## config.mk

```make
export PLATFORM = sky130hd
export DESIGN_NAME = lwsc_lookup
export DESIGN_NICKNAME = d
export VERILOG_FILES = /design/src/rtl/lwsc_lookup.sv
export SDC_FILE = /design/constraint.sdc
export NUM_CORES = 1
export LEC_CHECK = 0
export BUFFER_PORTS_ARGS = -buffer_cell sky130_fd_sc_hd__buf_2
export CORE_AREA = 2 2 202 204
export DETAILED_ROUTE_END_ITERATION = 12
export DIE_AREA = 0 0 204 206
export PLACE_DENSITY = 0.42
export SLEW_MARGIN = 20
export SYNTH_ARGS = -nofsm -noshare
export SYNTH_HDL_FRONTEND = slang
export SYNTH_SLANG_ARGS = --single-unit
```

## constraint.sdc

```tcl
create_clock -name clk -period 4 [get_ports clk]
set_input_delay 0.4 -clock clk [delete_from_list [all_inputs] [get_ports clk]]
set_output_delay 0.4 -clock clk [all_outputs]
set_load 0.01 [all_outputs]
```

## src/rtl/lwsc_lookup.sv

```systemverilog
// ----------------------------------------------------------------------------
// lwsc_lookup: registered reduction of the chain's match flags
// Turns the single matching cell, if any, into its recency position, slot
// number and dirty mark. At most one cell matches, so the fields are ORed.
// ----------------------------------------------------------------------------
`default_nettype none

module lwsc_lookup #(
  parameter int N  = 64,
  parameter int SW = 6
) (
  input  wire logic                   clk,
  input  wire logic [N-1:0]           match,
  input  wire logic [N-1:0][SW-1:0]   slot,
  input  wire logic [N-1:0]           dirty,
  output logic                        hit,
  output logic [SW-1:0]               hit_pos,
  output logic [SW-1:0]               hit_slot,
  output logic                        hit_dirty
);

  logic [SW-1:0] pos_c;
  logic [SW-1:0] slot_c;
  logic          dirty_c;

  // OR together the fields of the matching cell.
  always_comb begin
    pos_c   = '0;
    slot_c  = '0;
    dirty_c = 1'b0;
    for (int i = 0; i < N; i++) begin
      if (match[i]) begin
        pos_c   = pos_c | SW'(i);
        slot_c  = slot_c | slot[i];
        dirty_c = dirty_c | dirty[i];
      end
    end
  end

  // Lookup result register.
  always_ff @(posedge clk) begin
    hit       <= |match;
    hit_pos   <= pos_c;
    hit_slot  <= slot_c;
    hit_dirty <= dirty_c;
  end

endmodule

`default_nettype wire

```

==> results.py, run 1 <==
metrics = {
    "yosys": {
        "synth_compound_area_frac": 0.645,
        "async_flop_share": 0,
        "yosys_register_bits": 14,
        "synthAdderAreaFrac": 0,
        "yosys.area_share.simple": 0.179,
        "syn_nets": 898,
        "synthXorXnorAreaFrac": 0,
        "seq_area_frac_synth": 0.0921,
        "synth_top_family_by_area": "compound AO/OA/AOI/OAI gates",
        "yosysTopAreaCell": "a221oi_1",
        "syn_area_um2": 3040,
        "synth_mux_area_frac": 0,
        "yosysUniqueCellTypes": 19,
        "yosys_most_used_dff": "dfxtp_1",
        "synthCells": 385,
        "yosysWarningCount": 0,
        "synth.area.top_cells": "a221oi_1 32%, a22o_1 32%, dfxtp_1 9.2%",
        "synth_edf_count": 0,
        "netlist.area_leader.share": 0.323,
        "synth.avg_cell_area_um2": 7.90,
    },
    "power_and_ir_drop": {
        "netSwitchingFraction": 0.403,
        "power.internal_mw": 0.588,
        "powerDensity_nw_per_um2": 159,
        "clock_power_share": 0.228,
        "p_comb_frac": 0.631,
        "peakVddDrop_mv": 0.156,
        "pwr-share-seq": 0.142,
        "power_switching_mw": 0.398,
        "leakagePower_nw": 2.90,
    },
    "die": {
        "start_util": 0.0757,
        "fp.dieArea_um2": 42000,
        "die_x_um": 204,
        "rows": 74,
        "core_area_um2": 40200,
        "die_h_um": 206,
        "ios": 527,
    },
    "critical_path": {
        "critPathArrivalTime_ns": 2.35,
        "cp-start-kind": "input pin",
        "path_class": "input pin to flip-flop",
        "worstPathRequired_ns": 4.13,
        "cp_max_fo": 9,
        "end_kind": "flip-flop",
        "max_stage_delay_ns": 0.76,
        "path_cells": "buf_2 -> nor4_1 -> nand4_1 -> or4_4 -> or3_1",
        "crit_slowest_cell": "nor4_1",
    },
    "timing": {
        "finalCritPeriodShare": 0.554,
        "setup_viol": 0,
        "finalHoldViolCount": 0,
        "tns_ns": 0,
        "drv_slew": 0,
        "rsz0062_at_grt": "false",
        "max_slew.worst_pin.slew_ns": 0.846,
        "fin_ws_ns": 1.78,
        "min_period_ns": 2.22,
        "finalHoldWorstSlack_ns": 0.526,
        "fmax_ghz": 0.451,
        "slew_headroom": 0.431,
    },
    "min_path": {
        "hold_path.class": "input pin to flip-flop",
    },
    "placement": {
        "portBuffers": 526,
        "dp_hpwl_um": 33700,
        "dp_slack_ns": 1.49,
        "gp_congestion": 0.891,
        "place_area_um2": 6090,
    },
    "route": {
        "vias": 6342,
        "wl_um": 38400,
        "drc_errors": 0,
        "drtPass1Iterations": 5,
        "ant_nets": 0,
        "wire_per_inst_um": 27.7,
        "initialDrtViolationCount": 500,
        "routed_via_density": 4.57,
    },
    "finish": {
        "syn_to_final_growth_pct": 103,
        "nets": 1366,
        "final_common_cell": "buf_2",
        "fillers": 4673,
        "regArea_um2": 280,
        "drive_gt1_frac": 0.630,
        "stdcell_area_um2": 6180,
        "multiInputGateArea_um2": 2510,
        "layout_common_cells": "526 x buf_2, 112 x a22o_1, 112 x a221oi_1",
    },
    "run": {
        "drv_cap": 0,
    },
    "grt": {
        "grt_max_degree": 11,
        "gr-total-overflow": 0,
        "grtUsageTotal": 0.169,
        "grt_pass1_wl_um": 48200,
        "antenna_found_initial": 7,
        "grt_pass1_vias": 6224,
    },
    "cts": {
        "clk_pin_slew_worst_paths_ns": 0.06,
        "clock_sinks": 14,
        "cts_tree": "done",
        "ctsResizeCount": 0,
        "clock_tree.root_cell": "clkbuf_16",
        "post_cts_buffers": 0,
        "htree_levels": 1,
        "postCtsHoldBufs": 0,
        "cts_buffer_depth": 2,
        "cts_made_buffers": 3,
    },
    "status": {
        "outcome": "finished clean",
    },
}
cell type report:
type,instances,area share
multi-input cells,308,0.406
flip-flops and latches,14,0.0453
clock buffers,4,0.0144
repair buffers,526,0.426
well taps,532,0.108
diodes,3,0.00121
registers in the layout (all words and copies together), names as in the netlist:
register   count
hit_pos        6
hit            1
hit_slot       6
hit_dirty      1
kinds of logic (layout without fill, tap and decap cells):
logic type,after synthesis,after routing
compound gates,224,224
simple gates,84,84
buf+inv,63,530
flops,14,14
other cells,0,3
metrics by stage:
stage / total power, mW / utilization / instances
floorplan: 0.371 / - / 385
global placement: 0.766 / 0.151 / 1380
detailed placement: 0.766 / 0.151 / 1380
CTS: 0.998 / 0.154 / 1384
global route: 1.04 / 0.154 / 1385
finish: 0.985 / 0.154 / 1387
synth_stat cells (2+ instances only):
library cell and number:
clkbuf_1 53, nand4_1 33, dfxtp_1 14, or4_4 3, a22o_1 112, nor4_1 27
buf_2 2, or4_1 7, or4_2 2, buf_1 6, a221oi_1 112, nand3_1 5
buf_6 2, nor2_1 2
power groups by stage:
stage          logic [mW]  registers, mW  clock network [mW]
2_1_floorplan       0.229          0.143                   0
3_3_place_gp        0.623          0.143                   0
3_5_place_dp        0.624          0.143                   0
4_1_cts             0.626          0.139               0.232
5_1_grt             0.663          0.139               0.241
6_report            0.621          0.139               0.224
path summary, 6_finish.rpt:
kind	startpoint	to	slack [ns]	depth (start not counted)
setup / recovery	match[41]	hit	1.78	5
hold / removal	slot[195]	hit_slot[3]	0.53	4
routing by layer:
metal	vias up	wire length, um	part of all wire	GRT usage
li1	2744	-	-	-
met1	3052	14600	0.38	0.191
met2	467	19300	0.50	0.314
met3	71	3160	0.082	0.0326
met4	8	1410	0.037	0.0616
met5	-	51	0.0013	0
worst max-delay path: cells and delay by family:
family	cells	cell delay (ns)
AND/OR/NAND/NOR	4	1.75
buffers and inverters	1	0.19
(Power assumes the default switching activity.)
==> inputs of run 2 (changes only) <==
Settings changed: ABC_AREA from default to 1, CORE_AREA 2 2 202 204 to 2 2 204 206, DIE_AREA 0 0 204 206 to 0 0 206 208, PLACE_DENSITY 0.42 to 0.46.
Clock period 4 ns to 1.9 ns, I/O delays scaled along.
==> run 2 against run 1 <==
Net effect: clock-buffer cell count is the same; synthesized area grew 41%; setup slack lost 1.3 ns; global-route usage grew 0.46 points; worst hold slack lost 0.22 ns; combinational power grew 130%; die area grew 2.0%; critical path depth grew 2; routed wire length grew 1.8%; clock power grew 130%; critical path type unchanged; largest power group unchanged; highest routed layer unchanged.
==> results.py, run 2 <==
metrics = {
    "yosys": {
        "synth_edf_count": 0,
        "netlist.area_leader.share": 0.550,
        "yosysUniqueCellTypes": 18,
        "yosys_most_used_dff": "dfxtp_1",
        "seq_area_frac_synth": 0.0652,
        "synthCells": 1014,
        "yosys-top-cells-count": "630 x nand2_1, 117 x nor2_1, 92 x inv_1",
        "yosysWarningCount": 0,
        "syn_area_um2": 4300,
        "syn_nets": 1527,
        "async_flop_share": 0,
        "synth.area.top_cells": "nand2_1 55%, nand4_1 11%, nor2_1 10%",
        "synth.avg_cell_area_um2": 4.24,
        "yosysTopAreaCell": "nand2_1",
        "yosys_register_bits": 14,
        "yosysMostFrequentCell": "nand2_1",
    },
    "cts": {
        "clock_sinks": 14,
        "cts_buffer_depth": 2,
        "postCtsHoldBufs": 0,
        "clk_pin_slew_worst_paths_ns": 0.07,
        "ctsResizeCount": 0,
        "htree_levels": 1,
        "post_cts_buffers": 0,
        "clock_tree.root_cell": "clkbuf_16",
        "cts_tree": "done",
        "cts_made_buffers": 3,
    },
    "finish": {
        "multiInputGateArea_um2": 3420,
        "layout_common_cells": "630 x nand2_1, 526 x buf_2, 117 x nor2_1",
        "final_common_cell": "nand2_1",
        "nets": 2000,
        "regArea_um2": 280,
        "top_regs": "hit_pos x6, hit_slot x6",
        "syn_to_final_growth_pct": 74.0,
        "drive_gt1_frac": 0.359,
        "fillers": 4912,
        "fin_util": 0.184,
    },
    "placement": {
        "gp_congestion": 0.956,
        "dp_slack_ns": 0.0659,
        "portBuffers": 526,
        "dp_hpwl_um": 34600,
    },
    "timing": {
        "rsz0062_at_grt": "false",
        "finalHoldViolCount": 0,
        "setup_viol": 0,
        "finalCritPeriodShare": 0.739,
        "max_slew.worst_pin.slew_ns": 0.578,
        "fin_ws_ns": 0.496,
        "min_period_ns": 1.40,
        "drv_slew": 0,
        "tns_ns": 0,
        "slew_headroom": 0.613,
        "fmax_ghz": 0.712,
    },
    "route": {
        "wl_um": 39100,
        "vias": 8153,
        "drc_errors": 0,
        "drtPass1Iterations": 5,
        "ant_nets": 0,
        "routed_via_density": 4.02,
        "wire_per_inst_um": 19.3,
        "initialDrtViolationCount": 478,
    },
    "die": {
        "ios": 527,
        "die_h_um": 208,
        "rows": 74,
        "core_area_um2": 40600,
        "start_util": 0.106,
        "die_x_um": 206,
        "fp.dieArea_um2": 42800,
    },
    "min_path": {
        "hold_path.class": "input pin to flip-flop",
        "worstHoldPathCells": 7,
    },
    "power_and_ir_drop": {
        "power.internal_mw": 1.22,
        "powerDensity_nw_per_um2": 295,
        "peakVddDrop_mv": 0.250,
        "pwr-share-seq": 0.133,
        "p_comb_frac": 0.636,
        "netSwitchingFraction": 0.448,
        "clock_power_share": 0.231,
        "power_switching_mw": 0.989,
        "leakagePower_nw": 4.48,
    },
    "critical_path": {
        "crit_top_cell": "nand2_1",
        "critPathArrivalTime_ns": 1.56,
        "path_cells": "buf_2 -> nand2_1 -> nand4_1 -> nor2_1 -> nand2_1 -> nor2_1 -> nand2_1",
        "worstPathRequired_ns": 2.05,
        "end_kind": "flip-flop",
        "path_class": "input pin to flip-flop",
        "crit_buf_inv": 1,
        "cp_max_fo": 9,
        "crit_cells": 7,
        "crit_family": "simple AND/OR/NAND/NOR gates",
        "max_stage_delay_ns": 0.46,
        "crit_slowest_cell": "nor2_1",
        "cp-start-kind": "input pin",
    },
    "grt": {
        "grtUsageTotal": 0.174,
        "grt_pass1_vias": 8212,
        "grt_max_degree": 11,
        "antenna_found_initial": 14,
        "gr-total-overflow": 0,
        "grt_pass1_wl_um": 52800,
    },
    "status": {
        "outcome": "finished clean",
    },
    "run": {
        "drv_cap": 0,
    },
}
==> run 2: cell count changes after synthesis, sizes merged, moves of 5 or more <==
cell,delta
a221oi,-112
a22o,-112
inv,+92
nand2,+628
nand4,+44
nor2,+115
nor3,+7
nor4,-24
or2,+5
or4,-12
==> run 2: cells by family (layout without fill, tap and decap cells) <==
| logic type | after synthesis | after routing | share of synthesized area |
|---|---|---|---|
| buffers and inverters | 153 | 625 | 0.139 |
| flip-flops | 14 | 14 | 0.0652 |
| other | 0 | 9 | 0 |
| AND/OR/NAND/NOR | 847 | 847 | 0.796 |
==> run 2: tightest hold or removal path, cell delays in order <==
cell and delay [ns]:
buf_2 0.08, nand2_1 0.04, nand4_1 0.06, nor2_1 0.04
nand2_1 0.05, nor2_1 0.03, nand2_1 0.04
==> run 2: cell type report <==
| cell class | instances | share of cell area |
|---|---|---|
| Antenna cell | 9 | 0.00301 |
| Clock buffer | 4 | 0.0119 |
| Inverter | 92 | 0.0462 |
| Multi-Input combinational cell | 847 | 0.458 |
| Sequential cell | 14 | 0.0375 |
| Tap cell | 532 | 0.0890 |
| Timing Repair Buffer | 529 | 0.355 |
==> run 2: per-layer routing <==
layer | track usage | wire length (um) | vias to the layer above
met3 | 0.0351 | 2800 | 42
met4 | 0.0537 | 885 | 6
met1 | 0.221 | 17200 | 3650
met2 | 0.293 | 18200 | 431
met5 | 0 | 32 | -
li1 | - | - | 4024
==> run 2: power by group through the flow <==
stage | Clock (mW) | Combinational (mW) | Sequential (mW)
floorplan | 0 | 0.592 | 0.300
global placement | 0 | 1.42 | 0.300
detailed placement | 0 | 1.42 | 0.300
CTS | 0.544 | 1.43 | 0.293
global route | 0.559 | 1.58 | 0.293
finish | 0.511 | 1.40 | 0.293
==> run 2: per-stage QoR <==
stage | area [um2] | power (mW) | hold slack (ns) | std cells
after floorplan | 4300 | 0.892 | 0.428 | 1014
after global placement | 7370 | 1.72 | 0.575 | 2014
after detailed placement | 7370 | 1.72 | 0.585 | 2014
after CTS | 7460 | 2.26 | 0.304 | 2018
after global routing | 7480 | 2.43 | 0.356 | 2027
final | 7480 | 2.21 | 0.307 | 2027
==> run 2: path summary, 6_finish.rpt <==
kind,slack [ns],endpoint,from
setup / recovery,0.50,hit_slot[5],match[47]
hold / removal,0.31,hit_slot[2],slot[338]
