**config.mk**
```make
export PLATFORM = sky130hd
export DESIGN_NAME = lwsc_cell
export DESIGN_NICKNAME = d
export VERILOG_FILES = /design/src/rtl/lwsc_pkg.sv /design/src/rtl/lwsc_cell.sv
export SDC_FILE = /design/constraint.sdc
export NUM_CORES = 1
export LEC_CHECK = 0
export ABC_AREA = 1
export BUFFER_PORTS_ARGS = -buffer_cell sky130_fd_sc_hd__buf_2
export CAP_MARGIN = 10
export CORE_MARGIN = 2
export CORE_UTILIZATION = 30
export DETAILED_ROUTE_END_ITERATION = 8
export REMOVE_ABC_BUFFERS = 1
export SYNTH_ARGS = -nofsm -noshare
export SYNTH_HDL_FRONTEND = slang
export SYNTH_SLANG_ARGS = --single-unit
```
**constraint.sdc**
```tcl
create_clock -name clk -period 3.51 [get_ports clk]
set_input_delay 0.5265 -clock clk [delete_from_list [all_inputs] [get_ports clk]]
set_output_delay 0.5265 -clock clk [all_outputs]
set_load 0.1 [all_outputs]
```
**src/rtl/lwsc_pkg.sv**
```systemverilog
// ----------------------------------------------------------------------------
// lwsc_pkg: shared types and constants of the sector cache tag engine
// Request and response payloads, command codes and the control word that the
// top level broadcasts to every cell of the recency chain.
// ----------------------------------------------------------------------------
`default_nettype none

package lwsc_pkg;

  // Width of the slot field in a response.
  localparam int SLOT_OUT_W = 6;
  // Width of a sector number.
  localparam int SECTOR_W = 32;
  // Most write-back responses that one flush reports.
  localparam int MAX_RESULTS = 64;
  // Width of the flush response counter, holds 0..MAX_RESULTS.
  localparam int FLUSH_W = 7;

  // Request command codes.
  typedef enum logic [1:0] {
    MODE_READ     = 2'd0,
    MODE_WRITE    = 2'd1,
    MODE_PREFETCH = 2'd2,
    MODE_FLUSH    = 2'd3
  } lwsc_mode_e;

  // Request payload.
  typedef struct packed {
    logic [1:0]          mode;
    logic [SECTOR_W-1:0] sector;
  } lwsc_req_t;

  // Response payload.
  typedef struct packed {
    logic                  hit;
    logic [SLOT_OUT_W-1:0] slot;
    logic                  fill_needed;
    logic                  writeback_needed;
    logic [SECTOR_W-1:0]   writeback_sector;
    logic                  last;
  } lwsc_rsp_t;

  // Operation applied to the whole chain at once.
  typedef enum logic [1:0] {
    CELL_HOLD,        // keep contents
    CELL_MOVE,        // cells up to the chosen position take their left neighbor
    CELL_SHIFT_LEFT,  // every cell takes its right neighbor (flush walk)
    CELL_CLEAR        // every cell becomes empty
  } lwsc_cell_op_e;

  // Control word broadcast to all cells.
  typedef struct packed {
    lwsc_cell_op_e op;
    logic          cmp_en;
  } lwsc_ctl_t;

  // Top-level sequencer states.
  typedef enum logic [1:0] {
    ST_IDLE,
    ST_RESOLVE,
    ST_UPDATE,
    ST_FLUSH
  } lwsc_state_e;

endpackage

`default_nettype wire

```
**src/rtl/lwsc_cell.sv**
```systemverilog
// ----------------------------------------------------------------------------
// lwsc_cell: one position of the recency chain
// Holds the slot number, sector tag and dirty mark of the entry at this
// recency position, compares its tag with an incoming sector, and takes the
// entry of its left or right neighbor when the chain moves.
// ----------------------------------------------------------------------------
`default_nettype none

module lwsc_cell #(
  parameter int IDX = 0,
  parameter int SW  = 6
) (
  input  wire logic                          clk,
  input  wire logic                          rst,
  input  wire lwsc_pkg::lwsc_ctl_t           ctl,
  input  wire logic [lwsc_pkg::SECTOR_W-1:0] sector,
  input  wire logic [SW-1:0]                 pos,
  input  wire logic                          left_valid,
  input  wire logic [SW-1:0]                 left_slot,
  input  wire logic [lwsc_pkg::SECTOR_W-1:0] left_tag,
  input  wire logic                          left_dirty,
  input  wire logic                          right_valid,
  input  wire logic [SW-1:0]                 right_slot,
  input  wire logic [lwsc_pkg::SECTOR_W-1:0] right_tag,
  input  wire logic                          right_dirty,
  output logic                               valid,
  output logic [SW-1:0]                      slot,
  output logic [lwsc_pkg::SECTOR_W-1:0]      tag,
  output logic                               dirty,
  output logic                               match
);
  import lwsc_pkg::*;

  logic take_left;

  // This cell moves when the chosen position is at or beyond it.
  assign take_left = (int'(pos) >= IDX);

  // Occupancy bit.
  always_ff @(posedge clk) begin
    if (rst) begin
      valid <= 1'b0;
    end else begin
      case (ctl.op)
        CELL_MOVE: begin
          if (take_left) valid <= left_valid;
        end
        CELL_SHIFT_LEFT: valid <= right_valid;
        CELL_CLEAR:      valid <= 1'b0;
        default:         valid <= valid;
      endcase
    end
  end

  // Entry contents; meaningful only while the cell is occupied.
  always_ff @(posedge clk) begin
    case (ctl.op)
      CELL_MOVE: begin
        if (take_left) begin
          slot  <= left_slot;
          tag   <= left_tag;
          dirty <= left_dirty;
        end
      end
      CELL_SHIFT_LEFT: begin
        slot  <= right_slot;
        tag   <= right_tag;
        dirty <= right_dirty;
      end
      default: begin
        slot  <= slot;
        tag   <= tag;
        dirty <= dirty;
      end
    endcase
  end

  // Tag compare against the sector of an incoming request.
  always_ff @(posedge clk) begin
    if (rst) begin
      match <= 1'b0;
    end else if (ctl.cmp_en) begin
      match <= valid && (tag == sector);
    end
  end

endmodule

`default_nettype wire

```
==> flow_summary.toml, run 1 <==
[floorplanning]
die_w_um = 92.2
dieArea_um2 = 8500
core_um2 = 7650
die_y_um = 92.2
start_util_pct = 30.5
io_pins = 164
row_count = 32

[cells_and_area]
nets = 511
final_cell_mix = "buf_2 (157), nand2_1 (55), inv_1 (42), mux2_2 (39), edfxtp_1 (39)"
n_fill_cell = 771
layout-drive-gt1-share_pct = 54.1
area_growth_pct = 42.9
ff_latch_area_um2 = 1210
antennaDiodeCount = 0
fin_area_um2 = 3330
layout_commonest_cell = "buf_2"
multi_input_area_um2 = 942

[clocking]
clk-insertion-delay-late_ns = 0.29
cts_inserted_buffers = 5
clock_sinks = 41
cts-hold-fix-buffers = 0
cts_root_buf = "clkbuf_8"
clk_pin_slew_ns = 0.09
cts_max_level = 2
clock_path_buffers = 2
cts-resized-gates = 0
cts_tree = "done"
cts_setup_buffers = 0

[flow_run]
maxCapViolCount = 0

[drt]
num_vias = 2046
wire_per_inst_um = 11.2
drtIter0Drc = 52
wl_um = 5480
ant_nets = 0
drc = 0
viasPerCell = 4.19
drt-pass1-iter-count = 3

[synthesis]
avgSynthCellArea_um2 = 10.3
synthCells = 226
synth_edf_count = 39
yosysSeqAreaShare_pct = 51.9
netlist.area_leader.share_pct = 50.2
synth-seq-cells = 41
ys_top_cells_by_area = "edfxtp_1 (50%), mux2_2 (19%), nand2_1 (8.8%), inv_1 (6.8%), xnor2_1 (4.1%)"
ys.warnings.count = 0
async_reset_ff_share_pct = 0
syn_area_um2 = 2330
yosys_most_used_dff = "edfxtp_1"
yosys.area.top_type = "edfxtp_1"
synthDistinctLibCells = 20

[setup_path]
cp.buffers_inverters = 2
critPathSlowestCell = "ha_2"
crit_arrival_ns = 1.98
endpoint_kind = "flip-flop"
critPathMaxStageDelay_ns = 0.82
cp_cell_sequence = "buf_2 > inv_1 > ha_2 > mux2_2"
cp-start-kind = "input pin"
crit_fanout = 41
cpLargestDelayFamily = "adder cells"
required_ns = 3.56
crit_type = "input pin to flip-flop"

[timing]
period_share_pct = 55.0
drv_slew = 0
relSlewSlack_pct = 36.0
max_freq_mhz = 518
setup_viol = 0
fin_skew_ns = 0.00413
period_needed_ns = 1.93
hold_violations = 0
rsz0062_at_grt = "false"
tns_ns = 0
tightest_slew_ns = 0.961

[power]
leakage_nw = 1.65
power_density_nw_per_um2 = 545
vdd.ir_drop.worst_uv = 188

[placed_design]
portBuffers = 157
dp_hpwl_um = 4400
gp_congestion = 0.701
placed_area_um2 = 3220

[grt]
grt_pass1_wl_um = 8870
antenna_found_initial = 0
grt-ovfl-total = 0
first_global_vias = 2071
grt_usage_pct = 13.3
grt_max_degree = 42

[status]
status = "finished, final reports clean"

[min_path]
min_path_type = "input pin to flip-flop"
power by group:
| part | internal [mW] | total, mW | switching (mW) |
|---|---|---|---|
| registers | 0.619 | 0.657 | 0.0376 |
| clock network | 0.210 | 0.383 | 0.173 |
| logic | 0.165 | 0.778 | 0.612 |
sequential cells by signal, indices dropped and copies added, names as in the netlist:
register,cells
slot,6
valid,1
match,1
tag,32
dirty,1
per-layer routing:
metal / vias up / part of all wire, % / global-route usage (%)
li1: 1052 / - / -
met1: 908 / 38 / 15.0
met2: 80 / 53 / 24.0
met3: 6 / 7.4 / 3.62
met4: 0 / 1.2 / 4.48
met5: - / 0 / 0
Yosys cell counts, drive strengths merged, types with 2 or more instances:
library cell / instances
xnor2: 11
inv: 42
edfxtp: 39
mux2: 39
nand2: 56
a21oi: 2
buf: 5
o21ai: 2
nand3: 3
ha: 3
nor2: 15
nand4: 5
dfxtp: 2
worst register-to-register path, stage by stage, from the launching register on:
cell and delay [ns]:
edfxtp_1 0.42, xnor2_1 0.16, nand2_1 0.07, nor2_1 0.17
nand2_2 0.07, nor2_2 0.10, nand2_1 0.07, a21oi_2 0.10
final timing paths:
path,slack (ns),to,start,cells after the start
setup / recovery,1.58,tag[21],ctl[1],4
hold / removal,0.40,match,rst,2
setup reg to reg,2.28,match,tag[14],7
hold reg to reg,0.48,match,match,2
cells by family (layout without fill, tap and decap cells):
logic type,Yosys count,count (layout),share of synthesized area (%)
DFF,41,41,51.9
buffers and inverters,47,207,7.94
adders and majority gates,3,3,1.61
muxes,39,39,18.8
AOI/OAI and AO/OA,5,5,1.39
xor gates and xnor gates,12,12,4.50
and+or+nand+nor,79,79,13.8
area by class of cell:
| type | instances | share of cell area, % |
|---|---|---|
| Multi-Input combinational cell | 138 | 28.3 |
| Clock buffer | 5 | 2.06 |
| Tap cell | 102 | 3.83 |
| Clock inverter | 3 | 1.24 |
| Inverter | 42 | 4.73 |
| Timing Repair Buffer | 157 | 23.6 |
| Sequential cell | 41 | 36.3 |
metrics by stage:
| step | worst slack, ns | util (%) | hold slack [ns] | total power [mW] | instances |
|---|---|---|---|---|---|
| after floorplan | 1.23 | - | 0.589 | 1.29 | 221 |
| after global placement | 1.28 | 42.2 | 0.466 | 1.45 | 480 |
| after detailed placement | 1.23 | 42.2 | 0.471 | 1.45 | 480 |
| after CTS | 1.56 | 43.6 | 0.388 | 1.84 | 488 |
| after global routing | 1.46 | 43.6 | 0.400 | 1.90 | 488 |
| final | 1.58 | 43.6 | 0.405 | 1.82 | 488 |
Note: power is estimated with default switching activity, not from simulation.
==> inputs of run 2 (changes only) <==
clock period = 1.6 ns   (was 3.51 ns; I/O delays follow)
==> run 2 against run 1 <==
Largest power group unchanged. Combinational power is 120% higher. Critical path type is now flip-flop to output pin. Global-route usage decreased by 0.38 points. Routed wire length up 1.5%. Clock power grew 110%.
==> flow_summary.toml, run 2 (synthesis gave the netlist of run 1 again) <==
[min_path]
min_path_cells = 2
holdCritStartpoint = "rst"
min_to = "match"
min_path_type = "input pin to flip-flop"

[timing]
tns_ns = 0
period_share_pct = 85.4
max_freq_mhz = 732
relSlewSlack_pct = 66.4
drv_slew = 0
setup_viol = 0
fin_skew_ns = 0.00761
period_needed_ns = 1.37
hold_violations = 0
finalWorstSetupSlack_ns = 0.234
tightest_slew_ns = 0.507
rsz0062_at_grt = "false"

[cells_and_area]
multi_input_area_um2 = 942
top_register = "tag"
largest_reg_flops = 32
ff_latch_area_um2 = 1210
nets = 514
fin_cells = 491
final_cell_mix = "buf_2 (157), nand2_1 (55), inv_1 (42), mux2_2 (39), edfxtp_1 (39)"
reg.largest.list = "tag x32, slot x6"
fin_area_um2 = 3390
layout-drive-gt1-share_pct = 54.2
layout_commonest_cell = "buf_2"
n_fill_cell = 756
area_growth_pct = 45.3
antennaDiodeCount = 0

[power]
power_density_nw_per_um2 = 1180
vdd.ir_drop.worst_uv = 408
leakage_nw = 1.68
p_total_mw = 3.99

[setup_path]
r2r_cells = 7
cp-start-kind = "flip-flop"
required_ns = 1.36
cp.buffers_inverters = 1
rr_endpoint = "match"
cp_cell_sequence = "buf_2"
cpLargestDelayFamily = "buffers and inverters"
crit_fanout = 3
crit_arrival_ns = 1.13
endpoint_kind = "output pin"
crit_type = "flip-flop to output pin"
critPathSlowestCell = "buf_2"
r2r_start = "tag[14]"
rrSetupSlack_ns = 0.32
critPathMaxStageDelay_ns = 0.44

[flow_run]
maxCapViolCount = 0

[grt]
grt_pass1_wl_um = 8600
first_global_vias = 2006
grt_max_degree = 40
grt_usage_pct = 12.9
antenna_found_initial = 0
grt-ovfl-total = 0

[clocking]
cts_setup_buffers = 0
cts-hold-fix-buffers = 0
clock_path_buffers = 2
cts_tree = "done"
cts_max_level = 2
clk_pin_slew_ns = 0.08
cts_root_buf = "clkbuf_8"
cts_inserted_buffers = 5
clock_sinks = 41
cts-resized-gates = 0
clk-insertion-delay-late_ns = 0.29

[drt]
wl_um = 5560
drc = 0
viasPerCell = 4.17
drt-pass1-iter-count = 4
ant_nets = 0
drtIter0Drc = 64
num_vias = 2047
wire_per_inst_um = 11.3

[status]
status = "finished, final reports clean"

[placed_design]
place_inst = 483
dp_hpwl_um = 4470
gp_congestion = 0.720
placed_area_um2 = 3280
portBuffers = 157
pre_cts_slack_ns = 0.115

[floorplanning]
dieArea_um2 = 8500
row_count = 32
io_pins = 164
die_w_um = 92.2
start_util_pct = 30.5
die_y_um = 92.2
core_um2 = 7650
==> run 2: cell types whose count changed in the layout (fill, tap and decap cells not counted), sizes merged <==
cell / change
clkbuf: +1
clkinvlp: -1
buf: +3
==> run 2: power by group <==
group / internal [mW] / leakage [nW] / total (mW) / switching, mW
logic: 0.380 / 1.23 / 1.73 / 1.35
registers: 1.36 / 0.398 / 1.44 / 0.0843
clock network: 0.461 / 0.0528 / 0.819 / 0.358
==> run 2: metal layers <==
| layer | global-route usage [%] | vias to the layer above | share of wire, % |
|---|---|---|---|
| met4 | 3.73 | 0 | 0.83 |
| met2 | 23.4 | 78 | 52 |
| met3 | 3.62 | 4 | 7.5 |
| met5 | 0 | - | 0 |
| met1 | 14.7 | 909 | 40 |
| li1 | - | 1056 | - |
==> run 2: worst max-delay path by stage <==
stage,cells after the start,slack (ns),endpoint,startpoint
floorplan,3,-0.39,dirty,ctl[1]
global placement,5,0.13,slot[5],ctl[1]
detailed placement,5,0.12,tag[14],ctl[1]
CTS,1,0.23,tag[14],tag[14]
global route,7,0.18,match,tag[18]
finish,1,0.23,tag[31],tag[31]
==> run 2: layout make-up <==
class | instances | share of cell area [%]
clock buffers | 6 | 2.14
clock inverters | 2 | 0.996
inverters | 42 | 4.65
multi-input cells | 138 | 27.8
flip-flops and latches | 41 | 35.7
well taps | 102 | 3.76
repair buffers | 160 | 24.9
==> run 2: worst reg2reg max path, delay by kind of cell (launching register included) <==
family	cells	cell delay, ns
simple gates	5	0.53
compound gates	1	0.11
xor+xnor	1	0.16
flops	1	0.43
==> run 2: metrics by stage <==
step	util (%)	hold slack [ns]
detailed placement	42.9	0.426
global route	44.3	0.113
global placement	42.9	0.422
finish	44.3	0.119
CTS	44.3	0.108
floorplan	-	0.302
==> inputs of run 3 (changes only) <==
--- a/config.mk
+++ b/config.mk
@@ -9,3 +9,3 @@
 export BUFFER_PORTS_ARGS = -buffer_cell sky130_fd_sc_hd__buf_2
-export CAP_MARGIN = 10
+export CAP_MARGIN = 20
 export CORE_MARGIN = 2
==> constraint.sdc (replaced) <==
create_clock -name clk -period 1.6 [get_ports clk]
set_input_delay 0.08 -clock clk [delete_from_list [all_inputs] [get_ports clk]]
set_output_delay 0.08 -clock clk [all_outputs]
set_load 0.1 [all_outputs]
==> run 3 against run 2 <==
Final area is 0.59% lower. Routed wire length rose by 0.79%. Power is 4.6% lower. Sequential cell count unchanged. Non-clock buffer count increased by 1. Global-route usage grew 0.36 points. Highest routed layer unchanged.
==> flow_summary.toml, run 3 (synthesis gave the netlist of run 1 again) <==
[status]
status = "finished, final reports clean"

[timing]
hold_violations = 0
max_freq_mhz = 823
drv_slew = 0
rsz0062_at_grt = "false"
setup_viol = 0
fin_skew_ns = 0.00192
relSlewSlack_pct = 66.6
finalWorstSetupSlack_ns = 0.385
tightest_slew_ns = 0.505
period_needed_ns = 1.21
period_share_pct = 75.9

[clocking]
clock_path_buffers = 2
cts_max_level = 2
clock_sinks = 41
clk_pin_slew_ns = 0.08
cts_root_buf = "clkbuf_8"
cts_setup_buffers = 0
clk-insertion-delay-late_ns = 0.28
cts_inserted_buffers = 5
cts_tree = "done"
cts-resized-gates = 0

[cells_and_area]
area_growth_pct = 44.5
ff_latch_area_um2 = 1210
layout-drive-gt1-share_pct = 54.0
largest_reg_flops = 32
top_register = "tag"
fin_area_um2 = 3370
multi_input_area_um2 = 942
final_cell_mix = "buf_2 (157), nand2_1 (55), inv_1 (42), mux2_2 (39), edfxtp_1 (39)"
final_util_pct = 44.1
reg.largest.list = "tag x32, slot x6"
antennaDiodeCount = 0
layout_commonest_cell = "buf_2"
nets = 515
n_fill_cell = 765

[setup_path]
rrSetupSlack_ns = 0.39
critPathSlowestCell = "edfxtp_1"
r2r_start = "tag[14]"
crit_type = "flip-flop to flip-flop"
rr_endpoint = "match"
r2r_cells = 7
required_ns = 1.82
cpLargestDelayFamily = "simple AND/OR/NAND/NOR gates"
cp_cell_sequence = "xnor2_1 > nand2_1 > nor2_1 > nand2_2 > nor2_2 > nand2_1 > a21oi_2"
crit_arrival_ns = 1.44
crit_fanout = 2
cp-start-kind = "flip-flop"
critPathMaxStageDelay_ns = 0.42
crit_top_cell = "nand2_1"
endpoint_kind = "flip-flop"
cp.buffers_inverters = 0

[drt]
highest_layer = "met4"
routed-wl-met3_um = 392
met2WireLength_um = 2930
ant_nets = 0
wl_um = 5600
wl_met1_um = 2250
num_vias = 2038
drt-pass1-iter-count = 4
drc = 0
viasPerCell = 4.15
drtIter0Drc = 49
wire_per_inst_um = 11.4

[placed_design]
gp_congestion = 0.712
portBuffers = 157
placed_area_um2 = 3280
dp_hpwl_um = 4460
pre_cts_slack_ns = 0.272

[floorplanning]
start_util_pct = 30.5
row_count = 32
die_y_um = 92.2
io_pins = 164
dieArea_um2 = 8500
die_w_um = 92.2
core_um2 = 7650

[grt]
antenna_found_initial = 0
grt_usage_pct = 13.2
first_global_vias = 2031
grt_max_degree = 40
grt_pass1_wl_um = 8870
grt-ovfl-total = 0

[power]
vdd.ir_drop.worst_uv = 434
power_density_nw_per_um2 = 1130
p_total_mw = 3.80
leakage_nw = 1.67

[min_path]
holdCritStartpoint = "left_valid"
min_path_type = "input pin to flip-flop"
min_to = "valid"
min_path_cells = 3

[flow_run]
maxCapViolCount = 0
==> run 3: cell types whose count changed in the layout (fill, tap and decap cells not counted), sizes merged <==
cell and delta:
bufinv -1, dlygate4sd3 +1
==> run 3: worst reg2reg max path: stages, from the launching register on <==
cell and delay, ns:
edfxtp_1 0.42, xnor2_1 0.15, nand2_1 0.07, nor2_1 0.17, nand2_2 0.07, nor2_2 0.10
nand2_1 0.07, a21oi_2 0.11
==> run 3: final cells by class <==
cell class | count | share of cell area, %
Clock buffer | 6 | 2.15
Clock inverter | 1 | 0.111
Inverter | 42 | 4.68
Multi-Input combinational cell | 138 | 28.0
Sequential cell | 41 | 35.9
Tap cell | 102 | 3.79
Timing Repair Buffer | 161 | 25.4
==> run 3: how the worst max path moves through the flow <==
stage          slack, ns    start  depth (start not counted)       to
2_1_floorplan      -0.23   ctl[1]                          3    dirty
3_3_place_gp        0.29   ctl[1]                          5  tag[10]
3_5_place_dp        0.27   ctl[1]                          5  tag[25]
4_1_cts             0.32  tag[16]                          7    match
5_1_grt             0.17  tag[14]                          7    match
6_report            0.39  tag[14]                          7    match
==> run 3: what timing repair did <==
item / CTS / global route
endpoints found under the setup margin: 0 / 0
endpoints found under the hold margin: 2 / 0
hold buffers: 1 / 0
==> run 3: metrics by stage <==
stage / setup TNS, ns / hold WS (ns) / std cells
after global routing: 0 / 0.0720 / 491
after floorplan: -9.25 / 0.142 / 221
final: 0 / 0.0632 / 491
after detailed placement: 0 / 0.266 / 483
after global placement: 0 / 0.262 / 483
after CTS: 0 / 0.0501 / 491
==> run 3: routing by layer <==
layer  GRT usage (%)  up-vias
met1            15.3      903
li1                -     1055
met5               0        -
met2            24.6       78
met4            2.99        0
met3            3.12        2
==> run 3: power breakdown <==
| group | leakage [nW] | total [mW] | internal (mW) | switching (mW) |
|---|---|---|---|---|
| Combinational | 1.23 | 1.73 | 0.381 | 1.35 |
| Clock | 0.0387 | 0.633 | 0.295 | 0.339 |
| Sequential | 0.398 | 1.44 | 1.36 | 0.0851 |
| Total | 1.67 | 3.80 | 2.03 | 1.77 |
